[src/rtl/ppm_p6_stream_parser_assert.svh]
// Assertion macros used by the pixmap stream parser module.
`ifndef PPM_P6_STREAM_PARSER_ASSERT_SVH
`define PPM_P6_STREAM_PARSER_ASSERT_SVH

// The consequent must hold in the same cycle as the antecedent.
`define PPM_ASSERT_NOW(label, ante, cons) \
  label: assert property (@(posedge clk_i) disable iff (!rst_ni) (ante) |-> (cons)) \
    else $error("ppm_p6 parser: same-cycle check failed");

// The consequent must hold in the cycle after the antecedent.
`define PPM_ASSERT_NEXT(label, ante, cons) \
  label: assert property (@(posedge clk_i) disable iff (!rst_ni) (ante) |=> (cons)) \
    else $error("ppm_p6 parser: next-cycle check failed");

`endif

[src/rtl/ppm_p6_pkg.sv]
package ppm_p6_pkg;

  localparam int unsigned HEADER_BYTES = 16;
  localparam int unsigned HDR_CNT_W = $clog2(HEADER_BYTES + 1);

  localparam logic [7:0] CHAR_NL = 8'h0A;
  localparam logic [7:0] CHAR_SP = 8'h20;
  localparam logic [7:0] CHAR_P = 8'h50;
  localparam logic [7:0] CHAR_6 = 8'h36;
  localparam logic [7:0] CHAR_0 = 8'h30;
  localparam logic [7:0] CHAR_9 = 8'h39;
  localparam logic [15:0] VAL_MAX = 16'hFFFF;

  localparam int unsigned TDATA_W = 112;

  typedef enum logic [1:0] {
    KIND_PIXEL  = 2'd0,
    KIND_HEADER = 2'd1,
    KIND_REPORT = 2'd2
  } kind_e;

  typedef enum logic [1:0] {
    ST_OK         = 2'd0,
    ST_BAD_MAGIC  = 2'd1,
    ST_BAD_LENGTH = 2'd2,
    ST_TRUNCATED  = 2'd3
  } status_e;

  typedef struct packed {
    logic        active;
    logic        bad;
    logic        done;
    logic [15:0] width;
    logic [15:0] height;
    logic [15:0] depth;
  } hdr_res_t;

  function automatic logic [15:0] add_digit(input logic [15:0] acc, input logic [3:0] d);
    logic [19:0] v;
    v = ({4'b0, acc} << 3) + ({4'b0, acc} << 1) + {16'b0, d};
    return (v > {4'b0, VAL_MAX}) ? VAL_MAX : v[15:0];
  endfunction

endpackage

[src/rtl/ppm_p6_hdr.sv]
module ppm_p6_hdr (
  input  logic                 clk_i,
  input  logic                 rst_ni,
  input  logic                 step_i,
  input  logic                 clear_i,
  input  logic [7:0]           byte_i,
  output ppm_p6_pkg::hdr_res_t res_o
);
  import ppm_p6_pkg::*;

  logic [HDR_CNT_W-1:0] count_q, count_d;
  logic [1:0]  line_q, line_d;
  logic [1:0]  magic_cnt_q, magic_cnt_d;
  logic        magic_ok_q, magic_ok_d;
  logic        second_q, second_d;
  logic [15:0] width_q, width_d;
  logic [15:0] height_q, height_d;
  logic [15:0] depth_q, depth_d;
  logic        is_digit;
  logic [3:0]  digit;
  logic [7:0]  digit_full;
  logic        bad;

  assign is_digit = byte_i inside {[CHAR_0:CHAR_9]};
  assign digit_full = byte_i - CHAR_0;
  assign digit = digit_full[3:0];

  always_comb begin
    count_d = count_q;
    line_d = line_q;
    magic_cnt_d = magic_cnt_q;
    magic_ok_d = magic_ok_q;
    second_d = second_q;
    width_d = width_q;
    height_d = height_q;
    depth_d = depth_q;
    bad = 1'b0;
    if (step_i) begin
      count_d = count_q + 1'b1;
      if (byte_i == CHAR_NL) begin
        bad = (line_q == 2'd0) && !(magic_ok_q && magic_cnt_q == 2'd2);
        if (line_q != 2'd3) begin
          line_d = line_q + 2'd1;
        end
      end else if (line_q == 2'd0) begin
        case (magic_cnt_q)
          2'd0: begin
            if (byte_i != CHAR_P) magic_ok_d = 1'b0;
          end
          2'd1: begin
            if (byte_i != CHAR_6) magic_ok_d = 1'b0;
          end
          default: begin
            magic_ok_d = 1'b0;
          end
        endcase
        if (magic_cnt_q != 2'd3) begin
          magic_cnt_d = magic_cnt_q + 2'd1;
        end
      end else if (line_q == 2'd1) begin
        if (byte_i == CHAR_SP) begin
          second_d = 1'b1;
        end else if (is_digit) begin
          if (second_q) begin
            height_d = add_digit(height_q, digit);
          end else begin
            width_d = add_digit(width_q, digit);
          end
        end
      end else if (line_q == 2'd2) begin
        if (is_digit) begin
          depth_d = add_digit(depth_q, digit);
        end
      end
    end
  end

  always_comb begin
    res_o.active = count_q < HDR_CNT_W'(HEADER_BYTES);
    res_o.bad = bad;
    res_o.done = step_i && (count_q == HDR_CNT_W'(HEADER_BYTES - 1));
    res_o.width = width_d;
    res_o.height = height_d;
    res_o.depth = depth_d;
  end

  always_ff @(posedge clk_i or negedge rst_ni) begin
    if (!rst_ni) begin
      count_q <= '0;
      line_q <= '0;
      magic_cnt_q <= '0;
      magic_ok_q <= 1'b1;
      second_q <= 1'b0;
      width_q <= '0;
      height_q <= '0;
      depth_q <= '0;
    end else if (clear_i) begin
      count_q <= '0;
      line_q <= '0;
      magic_cnt_q <= '0;
      magic_ok_q <= 1'b1;
      second_q <= 1'b0;
      width_q <= '0;
      height_q <= '0;
      depth_q <= '0;
    end else begin
      count_q <= count_d;
      line_q <= line_d;
      magic_cnt_q <= magic_cnt_d;
      magic_ok_q <= magic_ok_d;
      second_q <= second_d;
      width_q <= width_d;
      height_q <= height_d;
      depth_q <= depth_d;
    end
  end

endmodule

[src/rtl/ppm_p6_stream_parser.sv]
// Binary P6 pixmap parser. One file byte is taken per request, one per clock cycle unless the
// output is stalled, and each byte yields at most one result in the next cycle through a single
// output register. The first 16 bytes are the header: a header-complete result carries the parsed
// width, height and color depth, every third body byte yields a pixel with its column and row, and
// a bad magic line, a truncated header or leftover body bytes are reported with a status. The byte
// marked tlast closes the file, and the parser is then ready for the next file.
module ppm_p6_stream_parser (
  input  logic                                clk_i,
  input  logic                                rst_ni,
  input  logic                                s_axis_tvalid,
  output logic                                s_axis_tready,
  input  logic [7:0]                          s_axis_tdata,  // data_byte
  input  logic                                s_axis_tlast,  // last_byte
  output logic                                m_axis_tvalid,
  input  logic                                m_axis_tready,
  // status, pixel_x, pixel_y, red, green, blue, image_width, image_height, color_depth,
  // zero fill
  output logic [ppm_p6_pkg::TDATA_W-1:0]      m_axis_tdata,
  output logic [1:0]                          m_axis_tuser,  // kind
  output logic                                m_axis_tlast   // final_res
);
  `include "ppm_p6_stream_parser_assert.svh"
  import ppm_p6_pkg::*;

  hdr_res_t    hdr_res;
  logic        accept;
  logic        hdr_step;
  logic        body_step;
  logic        clear;

  logic        failed_q;
  logic [1:0]  phase_q;
  logic [7:0]  red_q;
  logic [7:0]  green_q;
  logic [15:0] column_q;
  logic [15:0] row_q;
  logic [16:0] column_inc;

  logic        res_valid;
  kind_e       res_kind;
  status_e     res_status;
  logic        res_fin;
  logic [15:0] res_x;
  logic [15:0] res_y;
  logic [7:0]  res_r;
  logic [7:0]  res_g;
  logic [7:0]  res_b;

  logic        m_valid_q;
  kind_e       kind_q;
  status_e     status_q;
  logic        fin_q;
  logic [15:0] x_q;
  logic [15:0] y_q;
  logic [7:0]  r_q;
  logic [7:0]  g_q;
  logic [7:0]  b_q;
  logic [15:0] width_q;
  logic [15:0] height_q;
  logic [15:0] depth_q;

  assign s_axis_tready = !m_valid_q || m_axis_tready;
  assign accept = s_axis_tvalid && s_axis_tready;
  assign clear = accept && s_axis_tlast;
  assign hdr_step = accept && !failed_q && hdr_res.active;
  assign body_step = accept && !failed_q && !hdr_res.active;
  assign column_inc = {1'b0, column_q} + 17'd1;

  ppm_p6_hdr u_hdr (
    .clk_i  (clk_i),
    .rst_ni (rst_ni),
    .step_i (hdr_step),
    .clear_i(clear),
    .byte_i (s_axis_tdata),
    .res_o  (hdr_res)
  );

  always_comb begin
    res_valid = 1'b0;
    res_kind = KIND_REPORT;
    res_status = ST_OK;
    res_fin = s_axis_tlast;
    res_x = '0;
    res_y = '0;
    res_r = '0;
    res_g = '0;
    res_b = '0;
    if (failed_q) begin
      res_valid = s_axis_tlast;
      res_status = ST_BAD_MAGIC;
    end else if (hdr_res.active) begin
      if (hdr_res.bad) begin
        res_valid = 1'b1;
        res_status = ST_BAD_MAGIC;
      end else if (hdr_res.done) begin
        res_valid = 1'b1;
        res_kind = KIND_HEADER;
      end else begin
        res_valid = s_axis_tlast;
        res_status = ST_TRUNCATED;
      end
    end else if (phase_q == 2'd2) begin
      res_valid = 1'b1;
      res_kind = KIND_PIXEL;
      res_x = column_q;
      res_y = row_q;
      res_r = red_q;
      res_g = green_q;
      res_b = s_axis_tdata;
    end else begin
      res_valid = s_axis_tlast;
      res_status = ST_BAD_LENGTH;
    end
  end

  always_ff @(posedge clk_i or negedge rst_ni) begin
    if (!rst_ni) begin
      failed_q <= 1'b0;
      phase_q <= '0;
      red_q <= '0;
      green_q <= '0;
      column_q <= '0;
      row_q <= '0;
    end else if (clear) begin
      failed_q <= 1'b0;
      phase_q <= '0;
      red_q <= '0;
      green_q <= '0;
      column_q <= '0;
      row_q <= '0;
    end else begin
      if (hdr_step && hdr_res.bad) begin
        failed_q <= 1'b1;
      end
      if (body_step) begin
        case (phase_q)
          2'd0: begin
            red_q <= s_axis_tdata;
            phase_q <= 2'd1;
          end
          2'd1: begin
            green_q <= s_axis_tdata;
            phase_q <= 2'd2;
          end
          default: begin
            phase_q <= 2'd0;
            if (column_inc >= {1'b0, hdr_res.width}) begin
              column_q <= '0;
              row_q <= row_q + 16'd1;
            end else begin
              column_q <= column_inc[15:0];
            end
          end
        endcase
      end
    end
  end

  always_ff @(posedge clk_i or negedge rst_ni) begin
    if (!rst_ni) begin
      m_valid_q <= 1'b0;
    end else if (accept && res_valid) begin
      m_valid_q <= 1'b1;
    end else if (m_axis_tready) begin
      m_valid_q <= 1'b0;
    end
  end

  always_ff @(posedge clk_i) begin
    if (accept && res_valid) begin
      kind_q <= res_kind;
      status_q <= res_status;
      fin_q <= res_fin;
      x_q <= res_x;
      y_q <= res_y;
      r_q <= res_r;
      g_q <= res_g;
      b_q <= res_b;
      width_q <= hdr_res.width;
      height_q <= hdr_res.height;
      depth_q <= hdr_res.depth;
    end
  end

  assign m_axis_tvalid = m_valid_q;
  assign m_axis_tuser = kind_q;
  assign m_axis_tlast = fin_q;
  assign m_axis_tdata = {6'b0, depth_q, height_q, width_q, b_q, g_q, r_q, y_q, x_q, status_q};

  `PPM_ASSERT_NOW(a_phase_range, 1'b1, phase_q != 2'd3)
  `PPM_ASSERT_NOW(a_failed_no_body, failed_q, phase_q == 2'd0)
  `PPM_ASSERT_NEXT(a_last_clears, clear, !failed_q && phase_q == 2'd0 && column_q == 16'd0)
  `PPM_ASSERT_NEXT(a_pixel_out, body_step && phase_q == 2'd2,
                   m_valid_q && kind_q == KIND_PIXEL && status_q == ST_OK)
  `PPM_ASSERT_NOW(a_stall_blocks, m_valid_q && !m_axis_tready, !s_axis_tready)

endmodule

[config.mk]
export PLATFORM = sky130hd
export DESIGN_NAME = ppm_p6_stream_parser
export DESIGN_NICKNAME = d
export VERILOG_FILES = /design/src/rtl/ppm_p6_pkg.sv /design/src/rtl/ppm_p6_hdr.sv /design/src/rtl/ppm_p6_stream_parser.sv
export VERILOG_INCLUDE_DIRS = /design/src /design/src/rtl
export SDC_FILE = /design/constraint.sdc
export NUM_CORES = 1
export LEC_CHECK = 0
export BUFFER_PORTS_ARGS = -buffer_cell sky130_fd_sc_hd__buf_2
export CORE_ASPECT_RATIO = 0.6
export CORE_MARGIN = 1.5
export CORE_UTILIZATION = 55
export CTS_CLUSTER_SIZE = 25
export DETAILED_ROUTE_END_ITERATION = 12
export PLACE_DENSITY = 0.75
export RECOVER_POWER = 100
export SLEW_MARGIN = 20
export SYNTH_ARGS = -nofsm -noshare
export SYNTH_HDL_FRONTEND = slang
export SYNTH_HIERARCHICAL = 1
export SYNTH_SLANG_ARGS = --single-unit
[constraint.sdc]
create_clock -name clk_i -period 8.95 [get_ports clk_i]
set_input_delay 0.4475 -clock clk_i [delete_from_list [all_inputs] [get_ports clk_i]]
set_output_delay 0.4475 -clock clk_i [all_outputs]
set_load 0.05 [all_outputs]
# Yosys cells after proc, flatten, opt, wreduce, memory -nomap -nowiden

Index checks and enable logic that the tools add are counted.

Output and inout port bits: 117
Logic and storage cells: 191
Register bits: 220
Input bits: 13

Bitwise operators: 1
$add $sub $neg: 12
Equality and inequality tests: 18
Order comparisons: 7
Reductions and logical operators: 42
Mux-type cells: 85

Operator list:

| operator                                                           | number |
|---|---|
| two-way mux 16 bit                                                 | 34 |
| adder 19 x 17 -> 20 bit                                            | 3 |
| adder 20 x 4 -> 20 bit                                             | 3 |
| greater-than comparator 20 x 16 -> 1 bit (second input constant)   | 3 |
| two-way mux 8 bit                                                  | 6 |
| two-way mux 2 bit                                                  | 18 |
| nonzero test 2 bit                                                 | 13 |
| two-way mux 1 bit                                                  | 23 |
| adder 16 x 1 -> 17 bit (second input constant)                     | 1 |
| greater-or-equal comparator 17 x 16 -> 1 bit                       | 1 |
| adder 16 x 1 -> 16 bit (second input constant)                     | 1 |
| logical AND 1 bit                                                  | 11 |
| two-way mux 5 bit                                                  | 2 |
| AND reduction 5 bit                                                | 2 |
| == test 8 x 4 -> 1 bit (second input constant)                     | 1 |
| == test 8 x 6 -> 1 bit (second input constant)                     | 1 |
| greater-or-equal comparator 8 x 6 -> 1 bit (second input constant) | 1 |
| less-or-equal comparator 8 x 6 -> 1 bit (second input constant)    | 1 |
| inequality test 2 bit (second input constant)                      | 4 |
| inequality test 8 x 6 -> 1 bit (second input constant)             | 1 |
| inequality test 8 x 7 -> 1 bit (second input constant)             | 1 |
| == test 2 x 1 -> 1 bit (second input constant)                     | 3 |
| == test 2 bit (second input constant)                              | 3 |
| zero test 2 bit                                                    | 3 |
| other kinds (17)                                                   | 25 |

# Longest topological paths before layout

Depth after elaboration: 16
Mapped depth: 21
Mapped depth without buffers: 18

# By module

The synthesis kept the hierarchy.

By module, submodules not included:

| module               | area an instance (µm²) | cells an instance | sequential area each (µm²) | times used |
|---|---|---|---|---|
| ppm_p6_stream_parser | 6911.6                 | 541               | 4574.4                     | 1 |
| ppm_p6_hdr           | 6098.3                 | 680               | 1477.7                     | 1 |

# Least setup slack after synthesis

No wires, ideal clock.

Path kind: register to register
Start: register m_valid_q, in the netlist m_axis_tvalid
End: register b_q[0], enable pin
Setup slack: 1.268 ns
Stages on the path, launching flop included: 13
Setup time: 0.578 ns
Required time: 8.372 ns
Period minus slack after synthesis: 7.682 ns
Arrival: 7.104 ns
Buffers on the path: 3
Path through: dfrtp_1 > nand2b_1 > clkbuf_1 > nand2_1 > nor2_1 > clkbuf_1 > nand2_1 > a211oi_1 > buf_4 > o21ai_0 > o31ai_1 > a21oi_1 > nor2_1

Elaborated cells on any way between the ends: 12
Classes of those cells: 5 x mux; 7 x reduce/logical

RTL lines:

| element                         | RTL line                    | RTL |
|---|---|---|
| from (decl)                     | ppm_p6_stream_parser.sv:49  | `logic m_valid_q;` |
| from (signal assigned)          | ppm_p6_stream_parser.sv:161 | `m_valid_q <= 1'b0;` |
| from (signal assigned)          | ppm_p6_stream_parser.sv:163 | `m_valid_q <= 1'b1;` |
| from (signal assigned)          | ppm_p6_stream_parser.sv:165 | `m_valid_q <= 1'b0;` |
| zero test 1 bit                 | ppm_p6_stream_parser.sv:62  | `assign s_axis_tready = !m_valid_q \|\| m_axis_tready;` |
| logical OR 1 bit                | ppm_p6_stream_parser.sv:62  |  |
| via s_axis_tready               | ppm_p6_stream_parser.sv:11  | `output logic s_axis_tready,` |
| logical AND 1 bit               | ppm_p6_stream_parser.sv:63  | `assign accept = s_axis_tvalid && s_axis_tready;` |
| logical AND 1 bit (2 in series) | ppm_p6_stream_parser.sv:65  | `assign hdr_step = accept && !failed_q && hdr_res.active;` |
| via hdr_step                    | ppm_p6_stream_parser.sv:27  | `logic hdr_step;` |
| two-way mux 1 bit               | ppm_p6_hdr.sv:38            | `if (step_i) begin` |
| via u_hdr.bad                   | ppm_p6_hdr.sv:22            | `logic bad;` |
| two-way mux 1 bit               | ppm_p6_stream_parser.sv:92  | `if (hdr_res.bad) begin` |
| two-way mux 1 bit               | ppm_p6_stream_parser.sv:91  | `end else if (hdr_res.active) begin` |
| two-way mux 1 bit               | ppm_p6_stream_parser.sv:88  | `if (failed_q) begin` |
| logical AND 1 bit               | ppm_p6_stream_parser.sv:170 | `if (accept && res_valid) begin` |
| to (signal assigned)            | ppm_p6_stream_parser.sv:178 | `b_q <= res_b;` |
| to (decl)                       | ppm_p6_stream_parser.sv:57  | `logic [7:0] b_q;` |

The timed path passes the listed nets, and every way through them passes these cells.
A chain may end at the register's enable or synchronous reset.

==> out/results.txt <==
Status -> complete, but fails checks
Violated checks -> capacitance limit, slew limit
Final hold slack -> 0.229 ns
Share of Yosys cell area claimed by the top area cell type -> 25.2%
Final worst slack -> 2.35 ns
Final Total Pwr -> 2.44 mW
RSZ-0062 raised after global routing -> no
CP delay by family, top -> compound AO/OA/AOI/OAI gates
FILL cells -> 1986
CP Capture Type -> flip-flop
Worst hold-check path type -> in -> reg
DP Area -> 13800 um^2
H-tree levels -> 1
First-pass GRT wire length -> 50000 um
Core area -> 23100 um^2
Cell row count -> 43
Initial antenna violation count -> 1
R2r setup slk -> 2.35 ns
Post-Syn Instances -> 1221
Sequential element share of the synthesized area -> 46.5%
Max Fclk -> 0.152 GHz
Largest net degree at the start of global routing -> 74
GR Util met3 -> 4.87%
Maximum vdd ir drop -> 163 uV
Worst-path cell chain -> nand2b_1, nand2_1, nor2_1, nor2b_1, and4_1, nand3b_1, mux2_1, a211oi_4, a21oi_1, inv_1, ha_1, a211oi_1, nor2_1, o311a_1, a211oi_1, clkbuf_1, o21ai_0, o31ai_2
Synth cell count leaders -> nor2_1 (124), ha_1 (121), dfrtp_1 (110)
Crit path from -> m_axis_tvalid
Worst reg2reg path depth -> 18
Max Cap Viol -> 6
CP max FO -> 25
Finished Layout Cells -> 1650
Post-synth EDFFs -> 109
Register bit total from synthesis -> 220
Syn-to-layout area delta -> 9.81%
GRT Max-Usage Layer -> met1
DP HPWL -> 22400 um
Dpl cells -> 1608
Postcts setup bufs -> 0
Clk root buf -> clkbuf_16
Mean area per synthesized cell -> 10.7 um^2
Cell taking the most area after synthesis -> edfxtp_1
Relative slew slack -> -123%
CP bufs+invs -> 2
Vias in the first global route -> 9060
Layout Nets -> 1458
CP required -> 9.40 ns
Initial Util -> 56.2%
Vias per inst -> 6.05
Synth top area cells -> edfxtp_1 (25%), dfrtp_1 (21%), ha_1 (12%)
Total track usage -> 25.7%
Synth Warn # -> 6
DR pass1 iterations -> 6
Port Buf Inserts -> 123
Async SR Flop Fraction -> 50.5%
Layout cells sized above 1 -> 5.77%
Met1 usage -> 41.6%
Worst path slowest cell -> clkbuf_1
Die Wd -> 202 um
Worst path depth -> 18
Final min period -> 6.60 ns
Mapped Area -> 13000 um^2
Worst skew pair latency -> 0.54 ns
Crit Reg-Reg Startpoint -> m_axis_tvalid
Data arrival time of the worst path -> 7.05 ns
M2 GR Usage -> 34.8%
Hold buffers post-CTS -> 0
Pleak -> 6.44 nW
Die Height -> 122 um
Maximum clock path buffer count -> 3
Hold Violations, Final -> 0
Critical path class -> reg -> reg
Main synth FF type -> dfrtp_1
Die ar. -> 24600 um^2
Remaining DRCs -> 0
CTS Sinks -> 220
Fin util -> 61.8%
WL/cell -> 19.2 um
Worst Setup Start Kind -> flip-flop
End point of the critical path -> row_q[7]
Final wirelength -> 31700 um
Post-cts resize count -> 0
CTS tree -> done
Vias -> 9988
Finished Cell Area -> 14300 um^2
Distinct cells, synth -> 82
Max-slew violations -> 285
Setup total negative slack -> 0 ns
PD cells -> 171 nW/um^2
Initial DRC count -> 985
Clk pin slew, worst setup/hold paths -> 0.07 ns
RR Endpoint -> row_q[7]
Final Cycle Share -> 73.7%
GRT overflow -> 0
Count leader, synth -> nor2_1
Fin Clk Skew -> 0.0205 ns
DRT antenna net count -> 0
Worst slew pin tran -> 3.35 ns
CTS buffer count -> 22
Gpl congestion -> 0.931
Post-Place Worst Slack -> 2.55 ns
Final setup vio count -> 0
IO Pins -> 130
Max incr delay on CP -> 0.90 ns
-- registers in the layout (all words and copies together), names as in the netlist, 5 cells and up --
name / flops
y_q: 16
r_q: 8
width_q: 16
row_q: 16
x_q: 16
height_q: 16
red_q: 8
g_q: 8
u_hdr/width_q: 16
u_hdr/height_q: 16
green_q: 8
u_hdr/count_q: 5
b_q: 8
u_hdr/depth_q: 16
depth_q: 16
column_q: 16
-- placed cells by master (no fill, tap or decap), types with 5 or more instances in the layout --
master / synthesis / routed
a211oi_1: 36 / 41
a21o_1: 16 / 16
a21oi_1: 72 / 72
a22o_1: 12 / 12
a31oi_1: 7 / 7
and2_1: 6 / 6
and3_1: 65 / 65
and4_1: 5 / 5
buf_2: 9 / 10
clkbuf_1: 43 / 120
clkbuf_16: 0 / 22
clkinv_2: 0 / 5
conb_1: 1 / 6
dfrtp_1: 110 / 110
edfxtp_1: 109 / 109
fa_1: 6 / 6
ha_1: 121 / 121
inv_1: 42 / 43
mux2i_1: 19 / 19
nand2_1: 53 / 53
nand2b_1: 10 / 10
nand3_1: 38 / 38
nand4_1: 14 / 14
nor2_1: 124 / 123
nor2b_1: 7 / 7
nor3_1: 17 / 17
nor4_1: 8 / 9
o211ai_1: 7 / 7
o21a_1: 13 / 13
o21ai_0: 34 / 53
o21ai_1: 29 / 10
o221a_1: 6 / 6
o221a_2: 6 / 6
o22a_1: 12 / 12
o31ai_1: 11 / 11
or3_1: 6 / 6
xnor2_1: 31 / 31
xor2_1: 24 / 24
-- area by class of cell --
cell class / count / area (um^2) / share of cell area (%)
multi-input cells: 897 / 6440 / 45.1
flip-flops and latches: 220 / 6050 / 42.4
clock buffers: 24 / 568 / 3.98
repair buffers: 134 / 532 / 3.72
well taps: 315 / 394 / 2.76
inverters: 43 / 161 / 1.13
clock inverters: 16 / 138 / 0.963
diodes: 1 / 2.50 / 0.0175
-- worst min-delay path by stage --
stage                       from           end  slack, ns  cells after the start
detailed placement     row_q[15]     row_q[15]       0.48                      1
CTS                       rst_ni   column_q[6]       0.02                      1
global placement       row_q[15]     row_q[15]       0.46                      1
global route        s_axis_tlast  m_axis_tlast       0.22                      1
floorplan                 rst_ni   column_q[0]       0.15                      0
finish              s_axis_tlast  m_axis_tlast       0.23                      1
-- cells by family (layout without fill, tap and decap cells) --
group	count (synthesis)	count (layout)	synth area share, %
compound gates	315	315	17.2
simple gates	373	373	14.5
mux	21	21	1.66
xor+xnor	55	55	3.70
flops	220	220	46.5
other cells	1	7	0.0288
buf+inv	109	217	3.81
fa+ha+maj	127	127	12.6
-- metal layers --
metal,up-vias,routed length (um),share of wire (%)
met3,40,2250,7.1
met1,4860,16300,51
met5,-,0,0
met2,335,12700,40
met4,0,474,1.5
li1,4753,-,-
-- report_power, final --
group          internal, mW  switching (mW)
clock network         0.495           0.417
registers              1.14          0.0392
logic                0.0720           0.283
Power figures use the tool's default switching activity.
